File: config.mk
export PLATFORM = sky130hd
export DESIGN_NAME = partition_lba_to_chs_flat
export DESIGN_NICKNAME = d
export VERILOG_FILES = /design/src/sv/plc_pkg.sv /design/src/sv/plc_chan_if.sv /design/src/sv/plc_check.sv /design/src/sv/plc_div_stage.sv /design/src/sv/plc_format.sv /design/src/sv/partition_lba_to_chs.sv /design/src/flat_wrapper.sv
export VERILOG_INCLUDE_DIRS = /design/src /design/src/sv
export SDC_FILE = /design/constraint.sdc
export NUM_CORES = 2
export LEC_CHECK = 0
export BUFFER_PORTS_ARGS = -buffer_cell sky130_fd_sc_hd__buf_2
export CAP_MARGIN = 5
export CORE_UTILIZATION = 35
export DETAILED_ROUTE_END_ITERATION = 8
export PLACE_DENSITY_LB_ADDON = 0.1
export SLEW_MARGIN = 20
export SYNTH_ARGS = -nofsm -noshare
export SYNTH_HDL_FRONTEND = slang
export SYNTH_SLANG_ARGS = --single-unit
File: constraint.sdc
create_clock -name i_clk -period 36.5 [get_ports i_clk]
set_input_delay 1.825 -clock i_clk [delete_from_list [all_inputs] [get_ports i_clk]]
set_output_delay 1.825 -clock i_clk [all_outputs]
set_load 0.02 [all_outputs]
File: src/sv/assert_macros.svh
// Assertion macros used by the RTL that carries concurrent checks.
`ifndef ASSERT_MACROS_SVH
`define ASSERT_MACROS_SVH
`ifndef ASSERT_OFF
`define ASSERT_IMPLIES(label, clk, rst_n, cond, prop) \
    label: assert property (@(posedge clk) disable iff (!(rst_n)) (cond) |-> (prop)) \
        else $error("assertion failed: implication");
`define ASSERT_NEXT(label, clk, rst_n, cond, prop) \
    label: assert property (@(posedge clk) disable iff (!(rst_n)) (cond) |=> (prop)) \
        else $error("assertion failed: next cycle");
`else
`define ASSERT_IMPLIES(label, clk, rst_n, cond, prop)
`define ASSERT_NEXT(label, clk, rst_n, cond, prop)
`endif
`endif

File: src/sv/plc_pkg.sv
// Types, constants and arithmetic helpers of the partition LBA to CHS translator.
`default_nettype none
package plc_pkg;

    localparam int MAX_DRIVES           = 2;
    localparam int PARTITIONS_PER_DRIVE = 64;

    localparam int DIV_BITS   = 32;
    localparam int DIV_STEPS  = 8;
    localparam int DIV_STAGES = DIV_BITS / DIV_STEPS;

    localparam logic [7:0] DH_BASE    = 8'hA0;
    localparam logic [7:0] HEAD_LIMIT = 8'd15;

    localparam logic [2:0] CFG_DRIVE_COUNT = 3'd0;
    localparam logic [2:0] CFG_SPT_A       = 3'd1;
    localparam logic [2:0] CFG_HEADS_A     = 3'd2;
    localparam logic [2:0] CFG_SPT_B       = 3'd3;
    localparam logic [2:0] CFG_HEADS_B     = 3'd4;

    typedef enum logic [1:0] {
        ST_OK       = 2'd0,
        ST_RANGE    = 2'd1,
        ST_HEAD     = 2'd2,
        ST_OVERFLOW = 2'd3
    } t_status;

    typedef struct packed {
        logic [6:0]  minor_number;
        logic [31:0] sector_in_partition;
        logic [31:0] partition_start;
        logic [31:0] partition_size;
        logic [7:0]  sector_count;
    } t_req;

    typedef struct packed {
        t_status     status;
        logic [7:0]  sector_number;
        logic [7:0]  head_number;
        logic [15:0] cylinder_number;
        logic        drive_number;
        logic [7:0]  drive_head_byte;
        logic [7:0]  count_out;
    } t_res;

    typedef struct packed {
        logic [1:0] drive_count;
        logic [7:0] spt_a;
        logic [7:0] heads_a;
        logic [7:0] spt_b;
        logic [7:0] heads_b;
    } t_cfg;

    typedef struct packed {
        logic [DIV_BITS-1:0] q;
        logic [7:0]          r;
        logic [7:0]          d;
    } t_div;

    typedef struct packed {
        t_status    status;
        logic       drive;
        logic [7:0] count;
        logic [7:0] heads;
        logic [7:0] sec;
        t_div       div;
    } t_stage;

    function automatic t_div plc_div_step(t_div x);
        t_div       y;
        logic [8:0] rr;
        rr  = {x.r, x.q[DIV_BITS-1]};
        y.d = x.d;
        y.q = {x.q[DIV_BITS-2:0], 1'b0};
        if (rr >= {1'b0, x.d}) begin
            rr     = rr - {1'b0, x.d};
            y.q[0] = 1'b1;
        end
        y.r = rr[7:0];
        return y;
    endfunction

    function automatic t_stage plc_remap(t_stage s);
        t_stage y;
        y       = s;
        y.sec   = s.div.r + 8'd1;
        y.div.q = s.div.q;
        y.div.r = '0;
        y.div.d = s.heads;
        return y;
    endfunction

endpackage
`default_nettype wire

File: src/sv/plc_chan_if.sv
// Valid/ready request channel carrying one payload of a chosen type.
`default_nettype none
interface plc_chan_if #(parameter type T = logic);
    logic valid;
    logic ready;
    T     data;

    modport source (output valid, output data, input ready);
    modport sink   (input valid, input data, output ready);
endinterface
`default_nettype wire

File: src/sv/plc_check.sv
// Front stage: range checks, geometry select and absolute sector sum.
`default_nettype none
module plc_check import plc_pkg::*; (
    input  wire logic  i_clk,
    input  wire logic  i_rst_n,
    input  wire t_cfg  i_cfg,
    plc_chan_if.sink   i_up,
    plc_chan_if.source o_dn
);
    logic        drive;
    logic [5:0]  part;
    logic [32:0] sum;
    logic [7:0]  spt;
    logic [7:0]  heads;
    logic        absent;
    logic        ready;
    t_stage      n_data;
    t_stage      r_data;
    logic        r_valid;

    assign ready      = !r_valid || o_dn.ready;
    assign i_up.ready = ready;
    assign o_dn.valid = r_valid;
    assign o_dn.data  = r_data;

    always_comb begin
        drive  = i_up.data.minor_number[6];
        part   = i_up.data.minor_number[5:0];
        sum    = {1'b0, i_up.data.partition_start} + {1'b0, i_up.data.sector_in_partition};
        spt    = drive ? i_cfg.spt_b : i_cfg.spt_a;
        heads  = drive ? i_cfg.heads_b : i_cfg.heads_a;
        absent = ({1'b0, drive} >= i_cfg.drive_count)
              || (int'(drive) >= MAX_DRIVES)
              || (int'(part) >= PARTITIONS_PER_DRIVE)
              || (i_up.data.sector_in_partition >= i_up.data.partition_size);
        n_data.drive = drive;
        n_data.count = i_up.data.sector_count;
        n_data.heads = heads;
        n_data.sec   = '0;
        n_data.div.q = sum[DIV_BITS-1:0];
        n_data.div.r = '0;
        n_data.div.d = spt;
        priority if (absent) begin
            n_data.status = ST_RANGE;
        end else if (spt == 8'd0 || heads == 8'd0) begin
            n_data.status = ST_RANGE;
        end else if (sum[32]) begin
            n_data.status = ST_OVERFLOW;
        end else begin
            n_data.status = ST_OK;
        end
    end

    always_ff @(posedge i_clk) begin
        if (!i_rst_n) begin
            r_valid <= 1'b0;
        end else if (ready) begin
            r_valid <= i_up.valid;
        end
    end

    always_ff @(posedge i_clk) begin
        if (ready && i_up.valid) begin
            r_data <= n_data;
        end
    end
endmodule
`default_nettype wire

File: src/sv/plc_div_stage.sv
// One register stage of the restoring divider, several quotient bits per stage.
`default_nettype none
module plc_div_stage import plc_pkg::*; (
    input  wire logic  i_clk,
    input  wire logic  i_rst_n,
    plc_chan_if.sink   i_up,
    plc_chan_if.source o_dn
);
    logic   ready;
    t_stage n_data;
    t_stage r_data;
    logic   r_valid;

    assign ready      = !r_valid || o_dn.ready;
    assign i_up.ready = ready;
    assign o_dn.valid = r_valid;
    assign o_dn.data  = r_data;

    always_comb begin
        n_data = i_up.data;
        for (int k = 0; k < DIV_STEPS; k++) begin
            n_data.div = plc_div_step(n_data.div);
        end
    end

    always_ff @(posedge i_clk) begin
        if (!i_rst_n) begin
            r_valid <= 1'b0;
        end else if (ready) begin
            r_valid <= i_up.valid;
        end
    end

    always_ff @(posedge i_clk) begin
        if (ready && i_up.valid) begin
            r_data <= n_data;
        end
    end
endmodule
`default_nettype wire

File: src/sv/plc_format.sv
// Output stage: head and cylinder limits, task-file fields, result register.
`default_nettype none
module plc_format import plc_pkg::*; (
    input  wire logic  i_clk,
    input  wire logic  i_rst_n,
    plc_chan_if.sink   i_up,
    plc_chan_if.source o_dn
);
    logic    ready;
    t_status st;
    t_res    n_data;
    t_res    r_data;
    logic    r_valid;

    assign ready      = !r_valid || o_dn.ready;
    assign i_up.ready = ready;
    assign o_dn.valid = r_valid;
    assign o_dn.data  = r_data;

    always_comb begin
        priority if (i_up.data.status != ST_OK) begin
            st = i_up.data.status;
        end else if (i_up.data.div.r > HEAD_LIMIT) begin
            st = ST_HEAD;
        end else if (i_up.data.div.q[DIV_BITS-1:16] != '0) begin
            st = ST_OVERFLOW;
        end else begin
            st = ST_OK;
        end
        n_data.status = st;
        if (st == ST_OK) begin
            n_data.sector_number   = i_up.data.sec;
            n_data.head_number     = i_up.data.div.r;
            n_data.cylinder_number = i_up.data.div.q[15:0];
            n_data.drive_number    = i_up.data.drive;
            n_data.drive_head_byte = DH_BASE | {3'b000, i_up.data.drive, 4'b0000}
                                   | i_up.data.div.r;
            n_data.count_out       = i_up.data.count;
        end else begin
            n_data.sector_number   = '0;
            n_data.head_number     = '0;
            n_data.cylinder_number = '0;
            n_data.drive_number    = 1'b0;
            n_data.drive_head_byte = '0;
            n_data.count_out       = '0;
        end
    end

    always_ff @(posedge i_clk) begin
        if (!i_rst_n) begin
            r_valid <= 1'b0;
        end else if (ready) begin
            r_valid <= i_up.valid;
        end
    end

    always_ff @(posedge i_clk) begin
        if (ready && i_up.valid) begin
            r_data <= n_data;
        end
    end
endmodule
`default_nettype wire

File: src/sv/partition_lba_to_chs.sv
// Partition sector to cylinder/head/sector translator, top level.
// Takes a request per cycle unless stalled; one check stage, two 32-bit restoring
// dividers (by sectors per track, then by heads) of four stages each at eight
// quotient bits per stage, and one output stage. Each stage holds its request while
// the next one is full, so bubbles close up under a stall. The user writes geometry
// and drive count through the configuration port only while idle; not enforced here.
`default_nettype none
`include "assert_macros.svh"
module partition_lba_to_chs import plc_pkg::*; (
    input  wire logic       i_clk,
    input  wire logic       i_rst_n,
    input  wire logic       i_cfg_we,
    input  wire logic [2:0] i_cfg_index,
    input  wire logic [7:0] i_cfg_data,
    plc_chan_if.sink        i_req,
    plc_chan_if.source      o_res
);
    t_cfg r_cfg;

    plc_chan_if #(.T(t_stage)) l_spt   [DIV_STAGES+1] ();
    plc_chan_if #(.T(t_stage)) l_heads [DIV_STAGES+1] ();

    always_ff @(posedge i_clk) begin
        if (!i_rst_n) begin
            r_cfg.drive_count <= 2'd0;
            r_cfg.spt_a       <= 8'd17;
            r_cfg.heads_a     <= 8'd4;
            r_cfg.spt_b       <= 8'd17;
            r_cfg.heads_b     <= 8'd4;
        end else if (i_cfg_we) begin
            unique case (i_cfg_index)
                CFG_DRIVE_COUNT: r_cfg.drive_count <= i_cfg_data[1:0];
                CFG_SPT_A:       r_cfg.spt_a       <= i_cfg_data;
                CFG_HEADS_A:     r_cfg.heads_a     <= i_cfg_data;
                CFG_SPT_B:       r_cfg.spt_b       <= i_cfg_data;
                CFG_HEADS_B:     r_cfg.heads_b     <= i_cfg_data;
                default: begin
                end
            endcase
        end
    end

    plc_check u_check (
        .i_clk   (i_clk),
        .i_rst_n (i_rst_n),
        .i_cfg   (r_cfg),
        .i_up    (i_req),
        .o_dn    (l_spt[0])
    );

    for (genvar g = 0; g < DIV_STAGES; g++) begin : g_spt
        plc_div_stage u_stage (
            .i_clk   (i_clk),
            .i_rst_n (i_rst_n),
            .i_up    (l_spt[g]),
            .o_dn    (l_spt[g+1])
        );
    end

    // hand remainder plus one to sector, quotient on to the head divider
    assign l_heads[0].valid         = l_spt[DIV_STAGES].valid;
    assign l_heads[0].data          = plc_remap(l_spt[DIV_STAGES].data);
    assign l_spt[DIV_STAGES].ready  = l_heads[0].ready;

    for (genvar g = 0; g < DIV_STAGES; g++) begin : g_heads
        plc_div_stage u_stage (
            .i_clk   (i_clk),
            .i_rst_n (i_rst_n),
            .i_up    (l_heads[g]),
            .o_dn    (l_heads[g+1])
        );
    end

    plc_format u_format (
        .i_clk   (i_clk),
        .i_rst_n (i_rst_n),
        .i_up    (l_heads[DIV_STAGES]),
        .o_dn    (o_res)
    );

    `ASSERT_IMPLIES(a_err_zero, i_clk, i_rst_n, o_res.valid && o_res.data.status != ST_OK, o_res.data.sector_number == 8'd0 && o_res.data.drive_head_byte == 8'd0 && o_res.data.count_out == 8'd0)
    `ASSERT_IMPLIES(a_ok_fields, i_clk, i_rst_n, o_res.valid && o_res.data.status == ST_OK, o_res.data.sector_number != 8'd0 && o_res.data.head_number <= HEAD_LIMIT && o_res.data.drive_head_byte[7:5] == 3'b101)
    `ASSERT_IMPLIES(a_stall_full, i_clk, i_rst_n, !i_req.ready, o_res.valid && !o_res.ready)
endmodule
`default_nettype wire

File: src/flat_wrapper.sv
// flat-port wrapper written by rule: the top's interface ports become plain ports
module partition_lba_to_chs_flat import plc_pkg::*;
  (i_clk, i_rst_n, i_cfg_we, i_cfg_index, i_cfg_data, i_req_valid, i_req_data, i_req_ready, o_res_valid, o_res_data, o_res_ready);
  plc_chan_if #(.T(t_req)) i_req_i ();
  plc_chan_if #(.T(t_res)) o_res_i ();
  input  wire logic i_clk;
  input  wire logic i_rst_n;
  input  wire logic i_cfg_we;
  input  wire logic [2:0] i_cfg_index;
  input  wire logic [7:0] i_cfg_data;
  input wire logic [$bits(i_req_i.valid)-1:0] i_req_valid;
  input wire logic [$bits(i_req_i.data)-1:0] i_req_data;
  output wire logic [$bits(i_req_i.ready)-1:0] i_req_ready;
  output wire logic [$bits(o_res_i.valid)-1:0] o_res_valid;
  output wire logic [$bits(o_res_i.data)-1:0] o_res_data;
  input wire logic [$bits(o_res_i.ready)-1:0] o_res_ready;
  assign i_req_i.valid = i_req_valid;
  assign i_req_i.data = i_req_data;
  assign i_req_ready = i_req_i.ready;
  assign o_res_valid = o_res_i.valid;
  assign o_res_data = o_res_i.data;
  assign o_res_i.ready = o_res_ready;
  partition_lba_to_chs u_core (.i_clk(i_clk), .i_rst_n(i_rst_n), .i_cfg_we(i_cfg_we), .i_cfg_index(i_cfg_index), .i_cfg_data(i_cfg_data), .i_req(i_req_i), .o_res(o_res_i));
endmodule
==> flow_metrics.py <==
metrics = {
    "yosys": {
        "synth_top_family_by_area": "adder cells",
        "synth-adder-area-share": 0.1667,
        "synth_mux_area_frac": 0.07637,
        "synth_edf_count": 624,
        "synth_ff_type": "edfxtp_1",
        "async_flop_share": 0,
        "yosysWarnings": 0,
        "synth_cells": 4766,
        "ys_ff_latch": 668,
        "synth_compound_area_frac": 0.1517,
        "yosys.area_share.simple": 0.1178,
        "ys_seq_area_frac": 0.3920,
        "synth_xor_area_frac": 0.05652,
        "avgSynthCellArea_um2": 10.50,
        "yosys.cell_types.count": 115,
        "syn_area_um2": 50050,
    },
    "worst_setup_path": {
        "endpoint_kind": "register",
        "cp_slowest_stage_delay_ns": 0.70,
        "cp_slowest_cell": "edfxtp_1",
        "reg2reg_depth": 89,
        "setup.worst_path.class": "register to register",
        "worstPathMaxFanout": 15,
        "required_ns": 36.90,
        "worstPathArrival_ns": 22.83,
        "cpMostUsedCell": "o21ai_0",
        "cp-start-kind": "register",
    },
    "timing": {
        "clock_skew_ns": 0.02380,
        "fin_ws_ns": 14.08,
        "hold_viol": 0,
        "fmax_ghz": 0.04459,
        "min_period_ns": 22.42,
        "worst_pin_slew_ns": 0.9896,
        "period_share": 0.6144,
        "drv_slew": 0,
        "setup_viol": 0,
        "max-slew-margin-rel": 0.3403,
        "tns_ns": 0,
        "rsz0062_at_grt": "no",
    },
    "placement": {
        "dp.cells": 6796,
        "gp_congestion": 0.8350,
        "pre_cts_ws_ns": 14.19,
        "portBuffers": 173,
        "dp_hpwl_mm": 92.89,
    },
    "cts": {
        "cts.clk_slew.worst_paths_ns": 0.06,
        "cts_sinks": 668,
        "hold_buffers": 0,
        "clk_path_buf_depth": 3,
        "post_cts_resized": 0,
        "clkLatencyLatePin_ns": 0.68,
        "htree_levels": 3,
        "cts_setup_buffers": 0,
        "cts_tree": "done",
        "root_buffer": "clkbuf_16",
        "cts_buffers": 81,
    },
    "layout": {
        "postLayoutCoreUtil": 0.3955,
        "drive_gt1_frac": 0.1284,
        "layout_commonest_cell": "edfxtp_1",
        "nFillCells": 13900,
        "most-common-layout-cells": "624 x edfxtp_1, 566 x ha_1, 427 x inv_1",
        "final_nets": 5745,
        "finalNonFillerCells": 6946,
        "synthToLayoutAreaGrowth_pct": 12.03,
    },
    "routing": {
        "drt_pass1_iterations": 5,
        "drt_iter0_markers": 1704,
        "route.detailed.drc": 0,
        "wl_per_cell_um": 17.54,
        "routed_via_density": 5.073,
        "drtAntennaViolNets": 0,
        "vias": 35240,
        "wl_mm": 121.9,
    },
    "flow_run": {
        "cap_violations": 0,
    },
    "die": {
        "rows": 138,
        "coreArea_um2": 141800,
        "dieArea_um2": 144500,
        "ios": 180,
        "die_w_um": 380.2,
        "die_y_um": 380.2,
        "initial_core_util": 0.3531,
    },
    "grt": {
        "grt_pass1_vias": 34940,
        "grt_pass1_wl_mm": 193.4,
        "grt_max_degree": 68,
        "antenna_found_initial": 8,
        "grt_usage": 0.1671,
        "grt_overflow": 0,
    },
    "min_path": {
        "whs_path_depth": 0,
        "hp-class": "register to register",
    },
    "status": {
        "status": "complete, no violations",
    },
}
==> critical path, delay by kind of cell, from the launching register on <==
kind / cells / cell delay (ns)
multiplexers: 4 / 1.35
flip-flops: 1 / 0.70
buffers and inverters: 10 / 1.89
AO/OA/AOI/OAI: 50 / 12.10
adder cells (fa/ha/maj): 8 / 2.40
AND/OR/NAND/NOR: 17 / 3.67
==> Yosys cell counts, types with 41 or more instances <==
cell / instances / area, µm²
edfxtp_1: 624 / 18740
nand4_1: 58 / 362.9
o21a_1: 79 / 593.1
mux2_2: 213 / 2399
fa_1: 63 / 1261
a21oi_1: 245 / 1226
nand3_1: 83 / 415.4
a21o_1: 141 / 1059
nor3_1: 54 / 270.3
xnor2_1: 202 / 1769
a21boi_0: 76 / 570.6
nand2_1: 281 / 1055
mux2i_1: 99 / 991.0
nor2_1: 281 / 1055
and2_1: 55 / 344.1
nand2b_1: 65 / 406.6
o21bai_1: 41 / 307.8
xor2_1: 121 / 1060
ha_1: 566 / 7082
dfxtp_1: 44 / 880.8
o21ai_0: 275 / 1376
nor2b_1: 123 / 769.5
inv_1: 427 / 1603
==> metal layers <==
| layer | part of all wire | vias to the layer above | wire length (µm) | global-route usage |
|---|---|---|---|---|
| met5 | 0.00029 | - | 35 | 0 |
| met4 | 0.018 | 6 | 2243 | 0.04279 |
| met3 | 0.033 | 139 | 4015 | 0.02096 |
| met2 | 0.44 | 551 | 53990 | 0.2678 |
| met1 | 0.51 | 16580 | 61560 | 0.2372 |
| li1 | - | 17960 | - | - |
==> metrics by stage <==
step / hold WS (ns) / instance area, µm²
floorplan: 0.4003 / 50060
global placement: 0.4005 / 53280
detailed placement: 0.4045 / 53280
CTS: 0.4048 / 56070
global route: 0.4149 / 56070
finish: 0.3996 / 56070
==> layout make-up <==
cell class / count / area, µm² / area share
well taps: 1890 / 2365 / 0.04217
clock inverters: 52 / 635.6 / 0.01134
clock buffers: 97 / 2151 / 0.03836
inverters: 444 / 1672 / 0.02981
multi-input cells: 3601 / 28610 / 0.5103
repair buffers: 193 / 1016 / 0.01812
diodes: 1 / 2.502 / 0.00004463
flip-flops and latches: 668 / 19620 / 0.3499
==> path summary, 6_finish.rpt <==
path,from,to,slack [ns]
setup / recovery,u_core.g_spt[3].u_stage.o_dn.data[57],u_core.g_heads[0].u_stage.o_dn.data[9],14.08
hold / removal,u_core.g_spt[1].u_stage.o_dn.data[34],u_core.g_spt[2].u_stage.o_dn.data[42],0.40
setup reg to reg,u_core.g_spt[3].u_stage.o_dn.data[57],u_core.g_heads[0].u_stage.o_dn.data[9],14.08
hold reg to reg,u_core.g_spt[1].u_stage.o_dn.data[34],u_core.g_spt[2].u_stage.o_dn.data[42],0.40
==> kinds of logic (layout without fill, tap and decap cells) <==
kind of cell / count (synthesis) / in the layout
AO/OA/AOI/OAI: 1137 / 1137
XOR/XNOR: 323 / 323
AND/OR/NAND/NOR: 1166 / 1166
multiplexers: 342 / 342
adder cells (fa/ha/maj): 629 / 629
buffers and inverters: 500 / 786
other: 1 / 5
flip-flops: 668 / 668
==> registers in the layout, summed over array words and instances, names as in the netlist <==
signal / cells
u_core.g_heads.u_stage.o_dn.data: 260
u_core.g_heads.u_stage.o_dn.valid: 4
u_core.g_spt.u_stage.o_dn.data: 260
u_core.g_spt.u_stage.o_dn.valid: 4
u_core.r_cfg: 34
u_core.u_check.o_dn.data: 59
u_core.u_check.o_dn.valid: 1
u_core.u_format.o_dn.data: 45
u_core.u_format.o_dn.valid: 1
Power is left out: the tool's default activity adds up to more than one toggle a clock period on the data nets, which glitch-free logic cannot reach.
